[config.mk]
export PLATFORM = sky130hd
export DESIGN_NAME = abdn_mul
export DESIGN_NICKNAME = d
export VERILOG_FILES = /design/src/hdl/abdn_pkg.sv /design/src/hdl/abdn_mul.sv
export SDC_FILE = /design/constraint.sdc
export NUM_CORES = 2
export LEC_CHECK = 0
export ABC_AREA = 1
export BUFFER_PORTS_ARGS = -buffer_cell sky130_fd_sc_hd__buf_2
export CAP_MARGIN = 20
export CORE_MARGIN = 4
export CORE_UTILIZATION = 41
export CTS_CLUSTER_DIAMETER = 40
export CTS_CLUSTER_SIZE = 28
export DETAILED_ROUTE_END_ITERATION = 16
export PLACE_DENSITY = 0.61
export SLEW_MARGIN = 5
export SYNTH_ARGS = -nofsm -noshare
export SYNTH_HDL_FRONTEND = slang
export SYNTH_SLANG_ARGS = --single-unit
export TNS_END_PERCENT = 20
[constraint.sdc]
create_clock -name clk -period 11.65 [get_ports clk]
set_clock_uncertainty 0.2 [all_clocks]
set_input_delay 0 -clock clk [delete_from_list [all_inputs] [get_ports clk]]
set_output_delay 0 -clock clk [all_outputs]
set_load 0.01 [all_outputs]
[src/hdl/abdn_pkg.sv]
`default_nettype none
package abdn_pkg;

  localparam int NUM_W = 50;
  localparam int DEN_W = 34;
  localparam int CNT_W = $clog2(NUM_W + 1);
  localparam int MA_W = 36;
  localparam int MB_W = 33;
  localparam int MP_W = MA_W + MB_W;

  localparam logic [24:0] LOG2E_Q24 = 25'd24204406;
  localparam logic [31:0] LN2_Q32 = 32'd2977044472;
  localparam logic signed [15:0] LOGIT_POS = 16'sd4096;
  localparam logic signed [15:0] LOGIT_NEG = -16'sd4096;
  localparam logic [33:0] TINY_UNION = 34'd5;
  localparam logic signed [35:0] ONE_Q16 = 36'sd65536;
  localparam logic [6:0] MAX_OUT = 7'd64;
  localparam logic [3:0] TAYLOR_TERMS = 4'd12;

  localparam logic [2:0] CFG_SCORE_THR = 3'd0;
  localparam logic [2:0] CFG_IOU_THR = 3'd1;
  localparam logic [2:0] CFG_MAX_DET = 3'd2;
  localparam logic [2:0] CFG_X_SCALE = 3'd3;
  localparam logic [2:0] CFG_Y_SCALE = 3'd4;
  localparam logic [2:0] CFG_W_SCALE = 3'd5;
  localparam logic [2:0] CFG_H_SCALE = 3'd6;

endpackage
`default_nettype wire

[src/hdl/abdn_mul.sv]
`default_nettype none
module abdn_mul (
  input  wire logic                    clk,
  input  wire logic                    en,
  input  wire logic [abdn_pkg::MA_W-1:0] a,
  input  wire logic [abdn_pkg::MB_W-1:0] b,
  output logic      [abdn_pkg::MP_W-1:0] p
);
  import abdn_pkg::*;

  always_ff @(posedge clk) begin
    if (en) begin
      p <= MP_W'(a) * MP_W'(b);
    end
  end

endmodule
`default_nettype wire

==> impl_results.md <==
- Crit path buf inv count: 7
- CP peak stage delay: just over 700 ps
- Async SR Flop Fraction: 0
- Largest register by flop count: p
- Largest net degree at the start of global routing: 70
- Wire per inst: about 17 um
- CTS sink count: 69
- Slowest-stage cell, CP: buf_2
- Worst-path fanout max: 36
- PostCTS Resize Cnt: 0
- Largest family of logic cells by synthesized area: adder cells
- Yosys top cell by area: fa_1
- Most frequent cell after synthesis: inv_1
- Main area contributors after synthesis: fa_1 49%, inv_1 16%, nand2_1 16%
- Max-cap violations: 0
- CTS H-tree depth: 3
- Routed WL: about 120000 um
- Max reg flops: 69
- Synth cell types: 30
- Met1 Usage GRT: 0.304
- Placeable core region: ~100000 um2
- Worst Hold Class: in2reg
- DR vias/cell: roughly 4.8
- Post-Synth XOR/XNOR Area: 0.00733
- CP most frequent cell: fa_1
- GR Util met2: 0.391
- Root buf cell: clkbuf_16
- Syn_nets: approximately 7.0k
- Largest regs: p (69)
- Initial DRC Count: approximately 2.2k
- Synth cell count leaders: 1874 x inv_1, 1812 x nand2_1, 1051 x fa_1, 272 x clkbuf_1, 268 x ha_1
- Area grow syn2layout: 4.15%
- Share of post-route cells with drive strength above 1: 0.0402
- Final #Nets: slightly below 7k
- Max Freq: about 140 MHz
- Initial antenna violation count: 5
- Die area: between 100000 and 150000 um2
- Vias in the first global route: ~36k
- CP Launch Type: input port
- Post-synth top flop: edfxtp_1
- GRT overflow: 0
- Clock transition at path regs: approximately 70 ps
- RSZ-0062 raised after global routing: no
- Final Cell Area: 44800 um2
- CTS tree: done
- Syn_area_per_cell: approximately 7.6 um2
- Yosys Warn Count: 0
- Data required, critical path: between 10000 and 15000 ps
- GR peak layer: met2
- Post-CTS Setup Repair Bufs: 0
- Setup TNS: 0 ps
- Std cell rows: 118
- Global Route met3 Usage: 0.0295
- Pre-Repair DR Iteration Count: 5
- DRT antenna net count: 0
- DRC: 0
- Sequential fraction of the synthesis area: 0.0482
- Clock buffer depth: 2
- CTS Buf Count: 9
- Max Slew Vio Count: 0
- First-pass GRT wire length: around 200000 um
- Compound-Gate Fraction of Synth Area: 0.00620
- Seq cells post-synth: between 60 and 70
- Tmin final: slightly above 7000 ps
- Cts hold-fix bufs: 0
- Vias: 33.1k
- Top cell type's share of synthesized area: 0.489
- Final period utilization: 0.620
- Gr usage total: 0.226
- Post-synth EDFFs: 69
- Routability congestion estimate: ~0.94
- Critical path class: in2reg
- Cell Area, Placed: about 45000 um2
- CP endpoint kind: flip-flop
- Die Y: about 330 um
- CP arrival: 7130 ps
- Status: completed
- Relative slew slack: 0.288
- Final setup viols: 0
- Detailed Place HPWL: roughly 99000 um
- Worst path top cell family by delay: adder cells
- IO Count: 140
- Mux contribution to synthesized area: 0
- Synth Area in Adders: 0.567
- Final Hold Viols: 0
- Worst Tran Pin Value: around 1100 ps
- Synth Instances: ~5.7k
- Starting Density: 0.414
- Synthesized area: 43000 um2
- Port buffer count: around 140
- Simple-Gate Fraction of Synth Area: 0.183
- Die width: between 300 and 400 um
cell usage in the layout, fill, tap and decap left out, types with 4 or more instances in the layout:
cell and instances:
a21oi_1 48, buf_2 139, buf_4 16, clkbuf_16 9
edfxtp_1 69, fa_1 1051, ha_1 268, inv_1 1874
inv_2 5, nand2_1 1812, nand2_2 15, nand3_1 49
nand3_2 6, nand4_1 9, nor2_1 89, nor2_2 18
nor3_1 9, nor3_2 4, xnor2_1 4, xor2_1 32
metrics by stage:
step,worst slack (ps),hold WS (ps),std cells,util
global placement,4080,212,6910,0.429
global route,4090,146,6927,0.432
detailed placement,4090,212,6910,0.429
CTS,4440,102,6926,0.432
floorplan,5220,-87.5,5651,-
finish,4430,108,6927,0.432
layer usage:
metal / vias to the layer above / share of wire / routed length [um]
met5: - / 0.00036 / 44
met4: 8 / 0.024 / 2900
met3: 180 / 0.068 / 8150
met2: 1096 / 0.49 / 59700
met1: 16800 / 0.41 / 50000
li1: 15100 / - / -
cells by family (layout without fill, tap and decap cells):
kind of cell,after synthesis,in the layout
AOI/OAI and AO/OA,52,52
xor gates and xnor gates,36,36
adders and majority gates,1319,1319
buffers and inverters,2156,2051
DFF,69,69
other,0,1
and+or+nand+nor,2019,2019
final timing paths:
kind	cells after the start	to	slack, ps	start
setup / recovery	25	p[64]	4430	b[9]
hold / removal	4	p[0]	110	b[0]
cell type report:
| class | instances | area (um2) |
|---|---|---|
| diodes | 1 | 2.50 |
| well taps | 1380 | 1730 |
| flip-flops and latches | 69 | 2070 |
| multi-input cells | 3426 | 32800 |
| fillers | 10500 | 59000 |
| clock inverters | 7 | 51.3 |
| clock buffers | 9 | 225 |
| inverters | 1880 | 7060 |
| repair buffers | 155 | 816 |
Power is not shown: default switching activity piles up to over one toggle a cycle in this logic, so the estimate is an artifact.
