===== src/hdl/abdn_pkg.sv =====
`default_nettype none
package abdn_pkg;

  localparam int NUM_W = 50;
  localparam int DEN_W = 34;
  localparam int CNT_W = $clog2(NUM_W + 1);
  localparam int MA_W = 36;
  localparam int MB_W = 33;
  localparam int MP_W = MA_W + MB_W;

  localparam logic [24:0] LOG2E_Q24 = 25'd24204406;
  localparam logic [31:0] LN2_Q32 = 32'd2977044472;
  localparam logic signed [15:0] LOGIT_POS = 16'sd4096;
  localparam logic signed [15:0] LOGIT_NEG = -16'sd4096;
  localparam logic [33:0] TINY_UNION = 34'd5;
  localparam logic signed [35:0] ONE_Q16 = 36'sd65536;
  localparam logic [6:0] MAX_OUT = 7'd64;
  localparam logic [3:0] TAYLOR_TERMS = 4'd12;

  localparam logic [2:0] CFG_SCORE_THR = 3'd0;
  localparam logic [2:0] CFG_IOU_THR = 3'd1;
  localparam logic [2:0] CFG_MAX_DET = 3'd2;
  localparam logic [2:0] CFG_X_SCALE = 3'd3;
  localparam logic [2:0] CFG_Y_SCALE = 3'd4;
  localparam logic [2:0] CFG_W_SCALE = 3'd5;
  localparam logic [2:0] CFG_H_SCALE = 3'd6;

endpackage
`default_nettype wire


===== src/hdl/abdn_div.sv =====
`default_nettype none
module abdn_div (
  input  wire logic                       clk,
  input  wire logic                       rst,
  input  wire logic                       start,
  input  wire logic [abdn_pkg::NUM_W-1:0] num,
  input  wire logic [abdn_pkg::DEN_W-1:0] den,
  output logic                            done,
  output logic      [abdn_pkg::NUM_W-1:0] quo
);
  import abdn_pkg::*;

  logic             busy;
  logic [CNT_W-1:0] cnt;
  logic [DEN_W-1:0] rem;
  logic [DEN_W-1:0] dn;
  logic [DEN_W:0]   sh;
  logic             ge;

  assign sh = {rem, quo[NUM_W-1]};
  assign ge = sh >= {1'b0, dn};

  always_ff @(posedge clk) begin
    if (rst) begin
      busy <= 1'b0;
      done <= 1'b0;
      cnt <= '0;
    end else begin
      done <= 1'b0;
      if (start) begin
        busy <= 1'b1;
        cnt <= CNT_W'(NUM_W);
        quo <= num;
        rem <= '0;
        dn <= den;
      end else if (busy) begin
        rem <= ge ? DEN_W'(sh - {1'b0, dn}) : DEN_W'(sh);
        quo <= {quo[NUM_W-2:0], ge};
        cnt <= cnt - 1'b1;
        if (cnt == CNT_W'(1)) begin
          busy <= 1'b0;
          done <= 1'b1;
        end
      end
    end
  end

endmodule
`default_nettype wire


===== config.mk =====
export PLATFORM = sky130hd
export DESIGN_NAME = abdn_div
export DESIGN_NICKNAME = d
export VERILOG_FILES = /design/src/hdl/abdn_pkg.sv /design/src/hdl/abdn_div.sv
export SDC_FILE = /design/constraint.sdc
export NUM_CORES = 1
export LEC_CHECK = 0
export ABC_AREA = 1
export BUFFER_PORTS_ARGS = -buffer_cell sky130_fd_sc_hd__buf_4
export CORE_MARGIN = 1
export CORE_UTILIZATION = 60
export CTS_BUF_LIST = sky130_fd_sc_hd__clkbuf_4 sky130_fd_sc_hd__clkbuf_8
export DETAILED_ROUTE_END_ITERATION = 6
export PLACE_DENSITY = 0.82
export SLEW_MARGIN = 25
export SYNTH_ARGS = -nofsm -noshare
export SYNTH_HDL_FRONTEND = slang
export SYNTH_SLANG_ARGS = --single-unit

===== constraint.sdc =====
create_clock -name clk -period 8.75 [get_ports clk]
set_clock_uncertainty 0.1 [all_clocks]
set_input_delay 0 -clock clk [delete_from_list [all_inputs] [get_ports clk]]
set_output_delay 0 -clock clk [all_outputs]
set_load 0.01 [all_outputs]

==> results of run 1 <==
## metrics by stage
stage	cell area, um2	util	total power, mW	hold WS, ns
after floorplan	7980	-	1.09	-0.0306
after global placement	9100	0.713	1.22	0.0778
after detailed placement	9100	0.713	1.23	0.0793
after CTS	10300	0.810	1.77	0.104
after global routing	10400	0.812	1.90	0.135
final	10400	0.812	1.82	0.118
## worst min-delay path: stages
cell and delay, ns:
buf_4 0.35, nand2_1 0.15, nand2_1 0.05
## metal layers
layer | global-route usage | share of wire
met4 | 0.162 | 0.031
met3 | 0.0657 | 0.096
met5 | 0 | 0
met1 | 0.450 | 0.39
met2 | 0.602 | 0.48
## sequential cells by signal, summed over array words and instances (netlist names)
name,count
done,1
cnt,6
rem,34
busy,1
quo,50
dn,34
## report_power, final
group / switching, mW / internal, mW
logic: 0.323 / 0.203
clock network: 0.287 / 0.258
registers: 0.0292 / 0.721
total: 0.639 / 1.18
## cell usage in the layout, fill, tap and decap left out, types with 2 or more instances in the layout
cell type and n:
nor2_2 13, a21oi_2 3, clkinv_4 2, nor3_1 8
xnor2_1 2, clkinvlp_4 2, o21bai_1 23, or2_2 2
ha_1 36, bufinv_16 2, inv_6 4, nand3_2 2
inv_1 160, o21ai_0 7, a21oi_1 23, nor2_4 2
nand4_1 4, and2_1 4, nand2_2 5, dlygate4sd3_1 85
inv_8 2, nand3b_1 10, nor2_1 103, edfxtp_1 118
dfxtp_1 8, buf_4 139, nand2_1 425, clkinv_2 3
clkbuf_8 17, xor2_1 16, nor4_1 2, nand3_1 25
## cell families (layout without fill, tap and decap cells)
group,after synthesis,count (layout),synth area share
simple gates,612,612,0.314
buf+inv,184,419,0.0954
flops,126,126,0.464
compound gates,60,60,0.0475
fa+ha+maj,37,37,0.0590
xor+xnor,18,18,0.0198
## synthesized netlist by cell type, types with 4 or more instances
library cell,count,area (um2)
nand2_1,425,1600
inv_1,161,604
edfxtp_1,118,3540
nor2_1,105,394
ha_1,36,450
nand3_1,25,125
a21oi_1,23,115
o21bai_1,23,173
xor2_1,16,140
clkbuf_1,13,48.8
nor2_2,13,81.3
nand3b_1,10,75.1
dfxtp_1,8,160
nor3_1,8,40.0
o21ai_0,7,35.0
buf_6,5,56.3
nand2_2,5,31.3
and2_1,4,25.0
nand4_1,4,25.0
## final timing paths
path                              from                     to  slack (ns)  depth (start not counted)
setup / recovery  rem[7]$_SDFFCE_PP0P_  rem[16]$_SDFFCE_PP0P_        5.98                         12
hold reg to reg    cnt[0]$_SDFFE_PP0P_    cnt[0]$_SDFFE_PP0P_        0.44                          2
setup reg to reg  rem[7]$_SDFFCE_PP0P_  rem[16]$_SDFFCE_PP0P_        5.98                         12
hold / removal                   start       quo[9]$_DFFE_PP_        0.12                          3
## cell type report
type | count | area share
sequential | 126 | 0.357
multi-input combinational | 727 | 0.340
inverter | 162 | 0.0591
tap | 172 | 0.0207
clock inverter | 15 | 0.0154
timing repair buffer | 225 | 0.185
clock buffer | 17 | 0.0225
## what timing repair did
action                                 CTS  global route
hold buffers                            85             0
buffers inserted                         0             0
endpoints found under the hold margin  120             0
==> summary.log, run 1 <==
qor: final_layout.share_of_final_layout_standard_cells_stronger_than_drive_strength_1 0.160
qor: critical_path.setup_cp_type reg -> reg
qor: placement.buffer_ports.inserted 137
qor: floorplan.fp.coreArea 12800 um2
qor: yosys.syn_inst 1037
qor: final_layout.synthToLayoutAreaGrowth 30.1%
qor: critical_path.critical_path.cell_chain ha_1, nand2_1, nor2_1, nand3_1, nand3_2, nand2_2, nand2_2, nand2_4, nand2_8, inv_6, nor2_1, nor2_1
qor: clock_network.cts.sinks 126
qor: critical_path.critPathSlowestCell edfxtp_1
qor: final_layout.antenna-diode-count 0
qor: final_layout.regArea 3700 um2
qor: route.ant_nets 0
qor: floorplan.floorplan.die.height 117 um
qor: timing.final_max_slew_viol_count 0
qor: critical_path.critical_path_s_most_frequent_cell nor2_1
qor: floorplan.die_area 13800 um2
qor: critical_path.cp.arrival 2.88 ns
qor: critical_path.critPathMaxStageDelay 0.40 ns
qor: floorplan.io_pins 138
qor: placement.dp_worst_setup_slack 5.96 ns
qor: timing.maxSlewHeadroom 0.374
qor: route.drc 0
qor: critical_path.crit_path_start_kind flip-flop
qor: status.outcome finished clean
qor: final_layout.n_fill_cell 795
qor: clock_network.clk_latency 0.48 ns
qor: grt.antenna_found_initial 0
qor: timing.max_clock_freq 361 MHz
qor: placement.hpwlAfterDp 14.1 mm
qor: yosys.yosysSeqAreaShare 0.464
qor: clock_network.count_of_h_tree_levels_built_during_cts 4
qor: timing.worst_pin_slew 0.937 ns
qor: yosys.postSynthRegisterBits 126
qor: route.postRouteWirelength 24.6 mm
qor: yosys.postSynth.asyncResetShare 0
qor: critical_path.required 8.86 ns
qor: route.vias_per_cell 5.38
qor: route.first_pass_drt_iterations 6
qor: critical_path.worstPathMaxFanout 45
qor: critical_path.worst-path-buf-inv 1
qor: grt.grt.overflow.total 0
qor: run.cap_viol_max_count 0
qor: route.detail_route.iter0.violations 890
qor: clock_network.clock_tree_from_tritoncts yes
qor: floorplan.die_x 117 um
qor: final_layout.multi_input_area 3530 um2
qor: timing.hold_viol_final 0
qor: timing.tns 0 ns
qor: clock_network.ctsResizeCount 0
qor: grt.first_global_vias 7530
qor: timing.final-setup-viol-count 0
qor: floorplan.rows 41
qor: floorplan.start_util 0.625
qor: placement.dpl.cell_count 1326
qor: power_and_ir_drop.largest_voltage_drop_on_the_vdd_net 158 uV
qor: critical_path.timing.critical_path.max_delay_family simple AND/OR/NAND/NOR gates
qor: final_layout.fin_cells 1444
qor: critical_path.critical_path.endpoint_type flip-flop
qor: clock_network.clockRootBuffer clkbuf_8
qor: final_layout.total_number_of_nets_in_the_final_design 1383
qor: power_and_ir_drop.power_per_cell_area 175 nW/um2
qor: clock_network.cts_buffer_depth 2
qor: route.post_detailed_route_wirelength_per_cell 17.0 um
qor: timing.period_needed 2.77 ns
qor: timing.grt_setup_unrepaired no
qor: placement.routabilityCongestion 0.984
qor: timing.setup_ws 5.98 ns
qor: route.vias 7773
qor: grt.grt_first_pass_wirelength 38.0 mm
qor: yosys.dominantRegCellSynth edfxtp_1
qor: clock_network.cts-buffers-inserted 17
qor: yosys.synthesis.area_per_instance 7.69 um2
qor: yosys.synth_cell_types 41
qor: yosys.net_count_after_synthesis 1161
qor: grt.grt_util_all_layers 0.359
qor: power_and_ir_drop.leakage_power 5.25 nW
qor: clock_network.clkSlewWorstSetupHoldPaths 0.11 ns
qor: yosys.synthesis.area 7980 um2
qor: grt.maximum_number_of_pins_on_one_net_before_global_route_repair 76
qor: yosys.synth_enable_flop_cells 118
qor: timing.share_of_the_clock_period_used_by_the_worst_path 0.316
qor: min_path.holdCritPathClass in -> reg
qor: yosys.synthesis.yosys.warnings 0
(Power assumes the default switching activity.)
==> inputs of run 2 (changes only) <==
CORE_UTILIZATION = 59   (was 60)
PLACE_DENSITY = 0.8   (was 0.82)
clock period = 2.6 ns   (was 8.75 ns; I/O delays follow)
==> run 2 against run 1 <==
Compared with the run above:
- utilization about the same
- sequential power rose to 3.4 times the previous value
- final cell count up 1.9%
- global-route usage down 0.28 points
- register-to-register slack worse by 5.9 ns
- largest cell class unchanged
- critical path depth unchanged
- non-clock buffer count up 24
- total power rose to 3.5 times the previous value
- critical endpoint is now rem[13]$_SDFFCE_PP0P_
- first-iteration DRC count down 22%
- maximum frequency up 11%
- die area up 1.7%
- flip-flop and latch count unchanged
==> summary.log, run 2 (synthesis results as in run 1) <==
qor: status.outcome finished clean
qor: min_path.holdCritPathClass in -> reg
qor: power_and_ir_drop.leakage_power 5.38 nW
qor: critical_path.required 2.71 ns
qor: critical_path.critPathLaunch rem[8]$_SDFFCE_PP0P_
qor: route.drc 0
qor: floorplan.fp.coreArea 13200 um2
qor: route.ant_nets 0
qor: timing.hold_viol_final 0
qor: critical_path.reg2reg_slack 0.11 ns
qor: final_layout.biggestRegsByFlops quo: 50 flops, dn: 34 flops, rem: 34 flops
qor: power_and_ir_drop.largest_voltage_drop_on_the_vdd_net 494 uV
qor: critical_path.setup_cp_type reg -> reg
qor: final_layout.fin_cells 1472
qor: route.vias 7771
qor: placement.buffer_ports.inserted 137
qor: power_and_ir_drop.clkPwrFrac 0.298
qor: placement.hpwlAfterDp 14.7 mm
qor: placement.dpl.cell_count 1353
qor: power_and_ir_drop.totalPowerFinal 6.28 mW
qor: final_layout.total_number_of_nets_in_the_final_design 1407
qor: final_layout.n_fill_cell 810
qor: critical_path.worstReg2RegStart rem[8]$_SDFFCE_PP0P_
qor: placement.routabilityCongestion 0.961
qor: power_and_ir_drop.pwr-share-seq 0.402
qor: final_layout.regArea 3700 um2
qor: min_path.worst_hold_startpoint den[25]
qor: route.first_pass_drt_iterations 7
qor: clock_network.clockRootBuffer clkbuf_8
qor: grt.grt_util_met2 0.603
qor: final_layout.max_reg_flops 50
qor: timing.finalHoldWorstSlack 0.154 ns
qor: final_layout.max_flop_register quo
qor: clock_network.cts-buffers-inserted 17
qor: clock_network.clock_tree_from_tritoncts yes
qor: grt.grt_util_all_layers 0.356
qor: final_layout.share_of_final_layout_standard_cells_stronger_than_drive_strength_1 0.190
qor: timing.max_clock_freq 402 MHz
qor: clock_network.clkSlewWorstSetupHoldPaths 0.08 ns
qor: final_layout.synthToLayoutAreaGrowth 34.3%
qor: grt.grt_use_met1 0.439
qor: critical_path.crit_path_start_kind flip-flop
qor: critical_path.critical_path.endpoint_type flip-flop
qor: grt.grt_first_pass_wirelength 38.2 mm
qor: critical_path.cp.arrival 2.60 ns
qor: floorplan.floorplan.die.height 118 um
qor: floorplan.die_area 14000 um2
qor: final_layout.fin_area 10700 um2
qor: route.post_detailed_route_wirelength_per_cell 16.3 um
qor: clock_network.count_of_h_tree_levels_built_during_cts 4
qor: run.cap_viol_max_count 0
qor: min_path.timing.hold.worst_path_depth 2
qor: route.postRouteWirelength 24.0 mm
qor: grt.grt.overflow.total 0
qor: timing.maxSlewHeadroom 0.517
qor: final_layout.layout_common_cells nand2_1 (420), inv_1 (160), buf_4 (160)
qor: timing.final_max_slew_viol_count 0
qor: final_layout.most_common_cell_after_layout_fill_and_taps_aside nand2_1
qor: grt.first_global_vias 7704
qor: route.detail_route.iter0.violations 695
qor: timing.grt_setup_unrepaired yes
qor: min_path.min_to dn[25]$_DFFE_PP_
qor: floorplan.start_util 0.605
qor: timing.setup_ws 0.113 ns
qor: power_and_ir_drop.p_switching 2.08 mW
qor: floorplan.die_x 118 um
qor: final_layout.antenna-diode-count 0
qor: grt.global_route.peak_usage_layer met2
qor: power_and_ir_drop.power_per_cell_area 586 nW/um2
qor: clock_network.clk_latency 0.46 ns
qor: grt.maximum_number_of_pins_on_one_net_before_global_route_repair 67
qor: timing.period_needed 2.49 ns
qor: critical_path.rr_endpoint rem[13]$_SDFFCE_PP0P_
qor: clock_network.cts_buffer_depth 2
qor: timing.worst_pin_slew 0.724 ns
qor: route.vias_per_cell 5.28
qor: power_and_ir_drop.netSwitchingFraction 0.331
qor: grt.antenna_found_initial 0
qor: floorplan.rows 42
qor: power_and_ir_drop.intPower 4.20 mW
qor: final_layout.multi_input_area 3630 um2
qor: critical_path.worstPathMaxFanout 10
qor: floorplan.io_pins 138
qor: clock_network.cts.sinks 126
qor: critical_path.r2r_cell_count 12
qor: timing.final-setup-viol-count 0
qor: placement.dp_worst_setup_slack 0.0372 ns
qor: power_and_ir_drop.pwr-share-comb 0.300
qor: timing.share_of_the_clock_period_used_by_the_worst_path 0.957
qor: grt.met3_usage 0.0835
qor: placement.placed_cell_area 9320 um2
-- run 2: cell type report --
type                       count  area share
sequential                   126       0.346
multi-input combinational    727       0.339
clock inverter                12      0.0152
timing repair buffer         249       0.198
tap                          176      0.0205
inverter                     162      0.0572
clock buffer                  20      0.0245
-- run 2: routing by layer --
metal,up-vias,part of all wire
li1,3736,-
met1,3573,0.40
met2,395,0.49
met3,67,0.078
met4,0,0.033
met5,-,0
-- run 2: repair_timing --
action | CTS | global route
buffers inserted | 0 | 1
gates resized for setup | 0 | 20
hold buffers | 86 | 0
endpoints found under the hold margin | 105 | 0
setup endpoints to repair | 0 | 31
-- run 2: critical path, stage by stage, from the launching register on --
cell and delay [ns]:
edfxtp_1 0.44, ha_1 0.39, nand2_1 0.11, inv_1 0.06
a21oi_1 0.22, nand3_2 0.14, nand2_2 0.10, nand2_2 0.08
nand2_4 0.09, nand2_8 0.10, buf_4 0.19, o21bai_1 0.15
nor2_1 0.08
-- run 2: per-stage QoR --
stage	TNS, ns	util
final	0	0.813
after global placement	0	0.707
after global routing	-0.0872	0.813
after detailed placement	0	0.707
after CTS	0	0.804
after floorplan	0	-
-- run 2: power by group through the flow --
stage          Combinational, mW  Clock (mW)  Sequential [mW]
5_1_grt                     2.07        1.96             2.54
3_3_place_gp                1.64           0             2.55
2_1_floorplan               1.12           0             2.56
3_5_place_dp                1.67           0             2.55
6_report                    1.88        1.87             2.52
4_1_cts                     1.78        1.87             2.51
-- run 2: worst max path at each step --
stage / end / slack, ns / depth (start not counted)
after floorplan: rem[32]$_SDFFCE_PP0P_ / 0.37 / 16
after global placement: rem[30]$_SDFFCE_PP0P_ / 0.10 / 16
after detailed placement: rem[30]$_SDFFCE_PP0P_ / 0.04 / 16
after CTS: rem[30]$_SDFFCE_PP0P_ / 0.01 / 16
after global routing: rem[13]$_SDFFCE_PP0P_ / -0.03 / 15
final: rem[13]$_SDFFCE_PP0P_ / 0.11 / 12
==> inputs of run 3 (changes only) <==
ABC_AREA = not set   (was 1)
CORE_UTILIZATION = 58   (was 59)
GPL_TIMING_DRIVEN = 0   (was not set)
PLACE_DENSITY = 0.83   (was 0.8)
==> run 3 against run 2 <==
Compared with the run above:
- the flow now finishes with violations (design-rule violations, negative setup slack)
- via count is 7.1% lower
- non-clock buffer count grew 32
- final cell count decreased by 28%
- synthesized cell count shrank 39%
- highest routed layer unchanged
- critical path depth shrank 1
- first-iteration DRC count is 69% higher
- flip-flop and latch count did not move
- combinational power rose by 27%
- maximum frequency decreased by 28%
- clock power up 14%
==> summary.log, run 3 <==
qor: status.outcome finished, violations left
qor: status.violations design-rule violations, negative setup slack
qor: final_layout.final_core_util 0.878
qor: timing.hold_viol_final 0
qor: grt.met3_usage 0.125
qor: timing.max_clock_freq 289 MHz
qor: placement.routabilityCongestion 1.01
qor: placement.buffer_ports.inserted 135
qor: power_and_ir_drop.largest_voltage_drop_on_the_vdd_net 596 uV
qor: yosys.post-synth-top-area-cell edfxtp_1
qor: yosys.synthesis.yosys.warnings 0
qor: clock_network.clockRootBuffer clkbuf_8
qor: clock_network.count_of_h_tree_levels_built_during_cts 4
qor: critical_path.critPathMaxStageDelay 0.43 ns
qor: grt.grt.overflow.total 0
qor: power_and_ir_drop.intPower 4.71 mW
qor: grt.grt_util_met2 0.675
qor: power_and_ir_drop.leakage_power 4.28 nW
qor: timing.share_of_the_clock_period_used_by_the_worst_path 1.33
qor: yosys.synth.top_cell.area_share 0.494
qor: route.post_detailed_route_wirelength_per_cell 26.5 um
qor: timing.setup_ws -0.860 ns
qor: power_and_ir_drop.power_per_cell_area 673 nW/um2
qor: run.cap_viol_max_count 0
qor: final_layout.synthToLayoutAreaGrowth 47.1%
qor: floorplan.fp.coreArea 12000 um2
qor: floorplan.start_util 0.597
qor: final_layout.total_number_of_nets_in_the_final_design 1026
qor: grt.global_route.peak_usage_layer met2
qor: timing.maxSlewHeadroom 0.434
qor: final_layout.biggestRegsByFlops quo: 50 flops, dn: 34 flops, rem: 34 flops
qor: clock_network.cts-buffers-inserted 17
qor: timing.period_needed 3.46 ns
qor: yosys.syn_inst 633
qor: floorplan.io_pins 138
qor: final_layout.max_reg_flops 50
qor: critical_path.crit_path_start_kind flip-flop
qor: yosys.postSynth.asyncResetShare 0
qor: critical_path.worst-path-buf-inv 2
qor: final_layout.layout_common_cells buf_4 (165), edfxtp_1 (118), dlygate4sd3_1 (85)
qor: clock_network.clk_latency 0.49 ns
qor: clock_network.clkSlewWorstSetupHoldPaths 0.10 ns
qor: route.detail_route.iter0.violations 1175
qor: power_and_ir_drop.p_switching 2.39 mW
qor: placement.hpwlAfterDp 12.4 mm
qor: yosys.synth_cell_types 59
qor: floorplan.floorplan.die.height 113 um
qor: grt.grt_use_met1 0.464
qor: final_layout.most_common_cell_after_layout_fill_and_taps_aside buf_4
qor: critical_path.critical_path.cell_chain ha_1, clkbuf_4, nand4_1, or2_4, nor3_2, nor3b_2, a2111o_1, and2_4, buf_12, mux2i_1, nor2_1
qor: final_layout.share_of_final_layout_standard_cells_stronger_than_drive_strength_1 0.370
qor: yosys.synth_enable_flop_cells 118
qor: floorplan.die_area 12800 um2
qor: power_and_ir_drop.netSwitchingFraction 0.337
qor: min_path.holdCritPathClass in -> reg
qor: grt.maximum_number_of_pins_on_one_net_before_global_route_repair 26
qor: critical_path.critPathSlowestCell edfxtp_1
qor: power_and_ir_drop.clkPwrFrac 0.302
qor: power_and_ir_drop.pwr-share-comb 0.337
qor: final_layout.max_flop_register quo
qor: critical_path.critical_path.endpoint_type flip-flop
qor: grt.grt_util_all_layers 0.405
qor: timing.final_max_slew_viol_count 0
qor: yosys.net_count_after_synthesis 757
qor: route.drc 1
qor: critical_path.setup_cp_type reg -> reg
qor: timing.final-setup-viol-count 35
qor: yosys.yosysSeqAreaShare 0.517
qor: placement.dp_worst_setup_slack -0.866 ns
qor: grt.grt_first_pass_wirelength 38.4 mm
qor: critical_path.cp.arrival 3.56 ns
qor: yosys.postSynthRegisterBits 126
qor: floorplan.rows 40
qor: clock_network.clock_tree_from_tritoncts yes
qor: power_and_ir_drop.pwr-share-seq 0.362
qor: final_layout.antenna-diode-count 0
qor: yosys.synthesis.area_per_instance 11.3 um2
qor: route.ant_nets 0
qor: yosys.count_leader_synth edfxtp_1
qor: yosys.synthesis.area 7170 um2
qor: grt.antenna_found_initial 1
qor: critical_path.timing.critical_path.max_delay_family simple AND/OR/NAND/NOR gates
qor: route.postRouteWirelength 28.1 mm
qor: grt.first_global_vias 7060
qor: yosys.dominantRegCellSynth edfxtp_1
qor: floorplan.die_x 113 um
qor: critical_path.worstPathMaxFanout 7
qor: timing.grt_setup_unrepaired yes
qor: route.vias 7218
qor: clock_network.cts_buffer_depth 2
qor: critical_path.required 2.70 ns
qor: yosys.synth.cells.most_frequent edfxtp_1 (118), nor2_1 (53), mux2_2 (49), inv_1 (43), nand2_1 (42)
qor: timing.worst_pin_slew 0.850 ns
qor: clock_network.cts.sinks 126
qor: route.vias_per_cell 6.80
qor: yosys.synth.top_cells.by_area edfxtp_1 (49%), mux2_2 (7.7%), ha_1 (6.3%)
qor: route.first_pass_drt_iterations 7
## run 3: power groups by stage
| stage | sequential [mW] | clock (mW) | combinational [mW] |
|---|---|---|---|
| detailed placement | 2.56 | 0 | 1.63 |
| finish | 2.57 | 2.14 | 2.39 |
| CTS | 2.53 | 2.02 | 1.94 |
| global placement | 2.56 | 0 | 1.55 |
| floorplan | 2.57 | 0 | 1.13 |
| global route | 2.57 | 2.18 | 2.49 |
## run 3: what timing repair did
action                                  CTS  global route
endpoints found under the setup margin   35            35
endpoints found under the hold margin    89             0
pin swaps                                17            16
setup buffers                            18            14
gates resized for setup                  44            45
cloned                                    1             2
hold buffers                             85             0
## run 3: worst paths after layout
kind	slack [ns]	to	startpoint	cells past startpoint
max reg2reg	-0.86	rem[4]$_SDFFCE_PP0P_	rem[29]$_SDFFCE_PP0P_	11
min	0.09	quo[17]$_DFFE_PP_	start	2
max	-0.86	rem[4]$_SDFFCE_PP0P_	rem[29]$_SDFFCE_PP0P_	11
min reg2reg	0.50	quo[39]$_DFFE_PP_	quo[38]$_DFFE_PP_	1
## run 3: cell type report
class | instances | area, um2
fillers | 465 | 1470
flip-flops and latches | 126 | 3700
clock buffers | 19 | 249
inverters | 43 | 161
well taps | 147 | 184
repair buffers | 259 | 2310
multi-input cells | 433 | 3590
clock inverters | 13 | 213
plain buffers | 22 | 139
## run 3: per-layer routing
layer | share of wire | routed length, um | vias to the layer above
li1 | - | - | 2882
met4 | 0.087 | 2450 | 0
met3 | 0.12 | 3310 | 268
met5 | 0 | 0 | -
met2 | 0.45 | 12800 | 754
met1 | 0.34 | 9610 | 3314
## run 3: cells by family after synthesis
kind of cell             synth area share
AO/OA/AOI/OAI                       0.118
XOR/XNOR                           0.0391
adder cells (fa/ha/maj)            0.0657
buffers and inverters              0.0442
flip-flops                          0.517
multiplexers                        0.104
AND/OR/NAND/NOR                     0.112
## run 3: through the flow
step | area (um2) | hold slack (ns) | setup TNS [ns] | std cells | total power [mW]
4_1_cts | 10200 | 0.0847 | -15.95 | 1049 | 6.48
5_1_grt | 10500 | 0.0979 | -30.59 | 1062 | 7.24
2_1_floorplan | 7250 | -0.00113 | -9.70 | 633 | 3.70
3_5_place_dp | 8590 | 0.0793 | -21.92 | 920 | 4.19
3_3_place_gp | 8440 | 0.0777 | -99.36 | 915 | 4.11
6_report | 10500 | 0.0861 | -27.79 | 1062 | 7.10
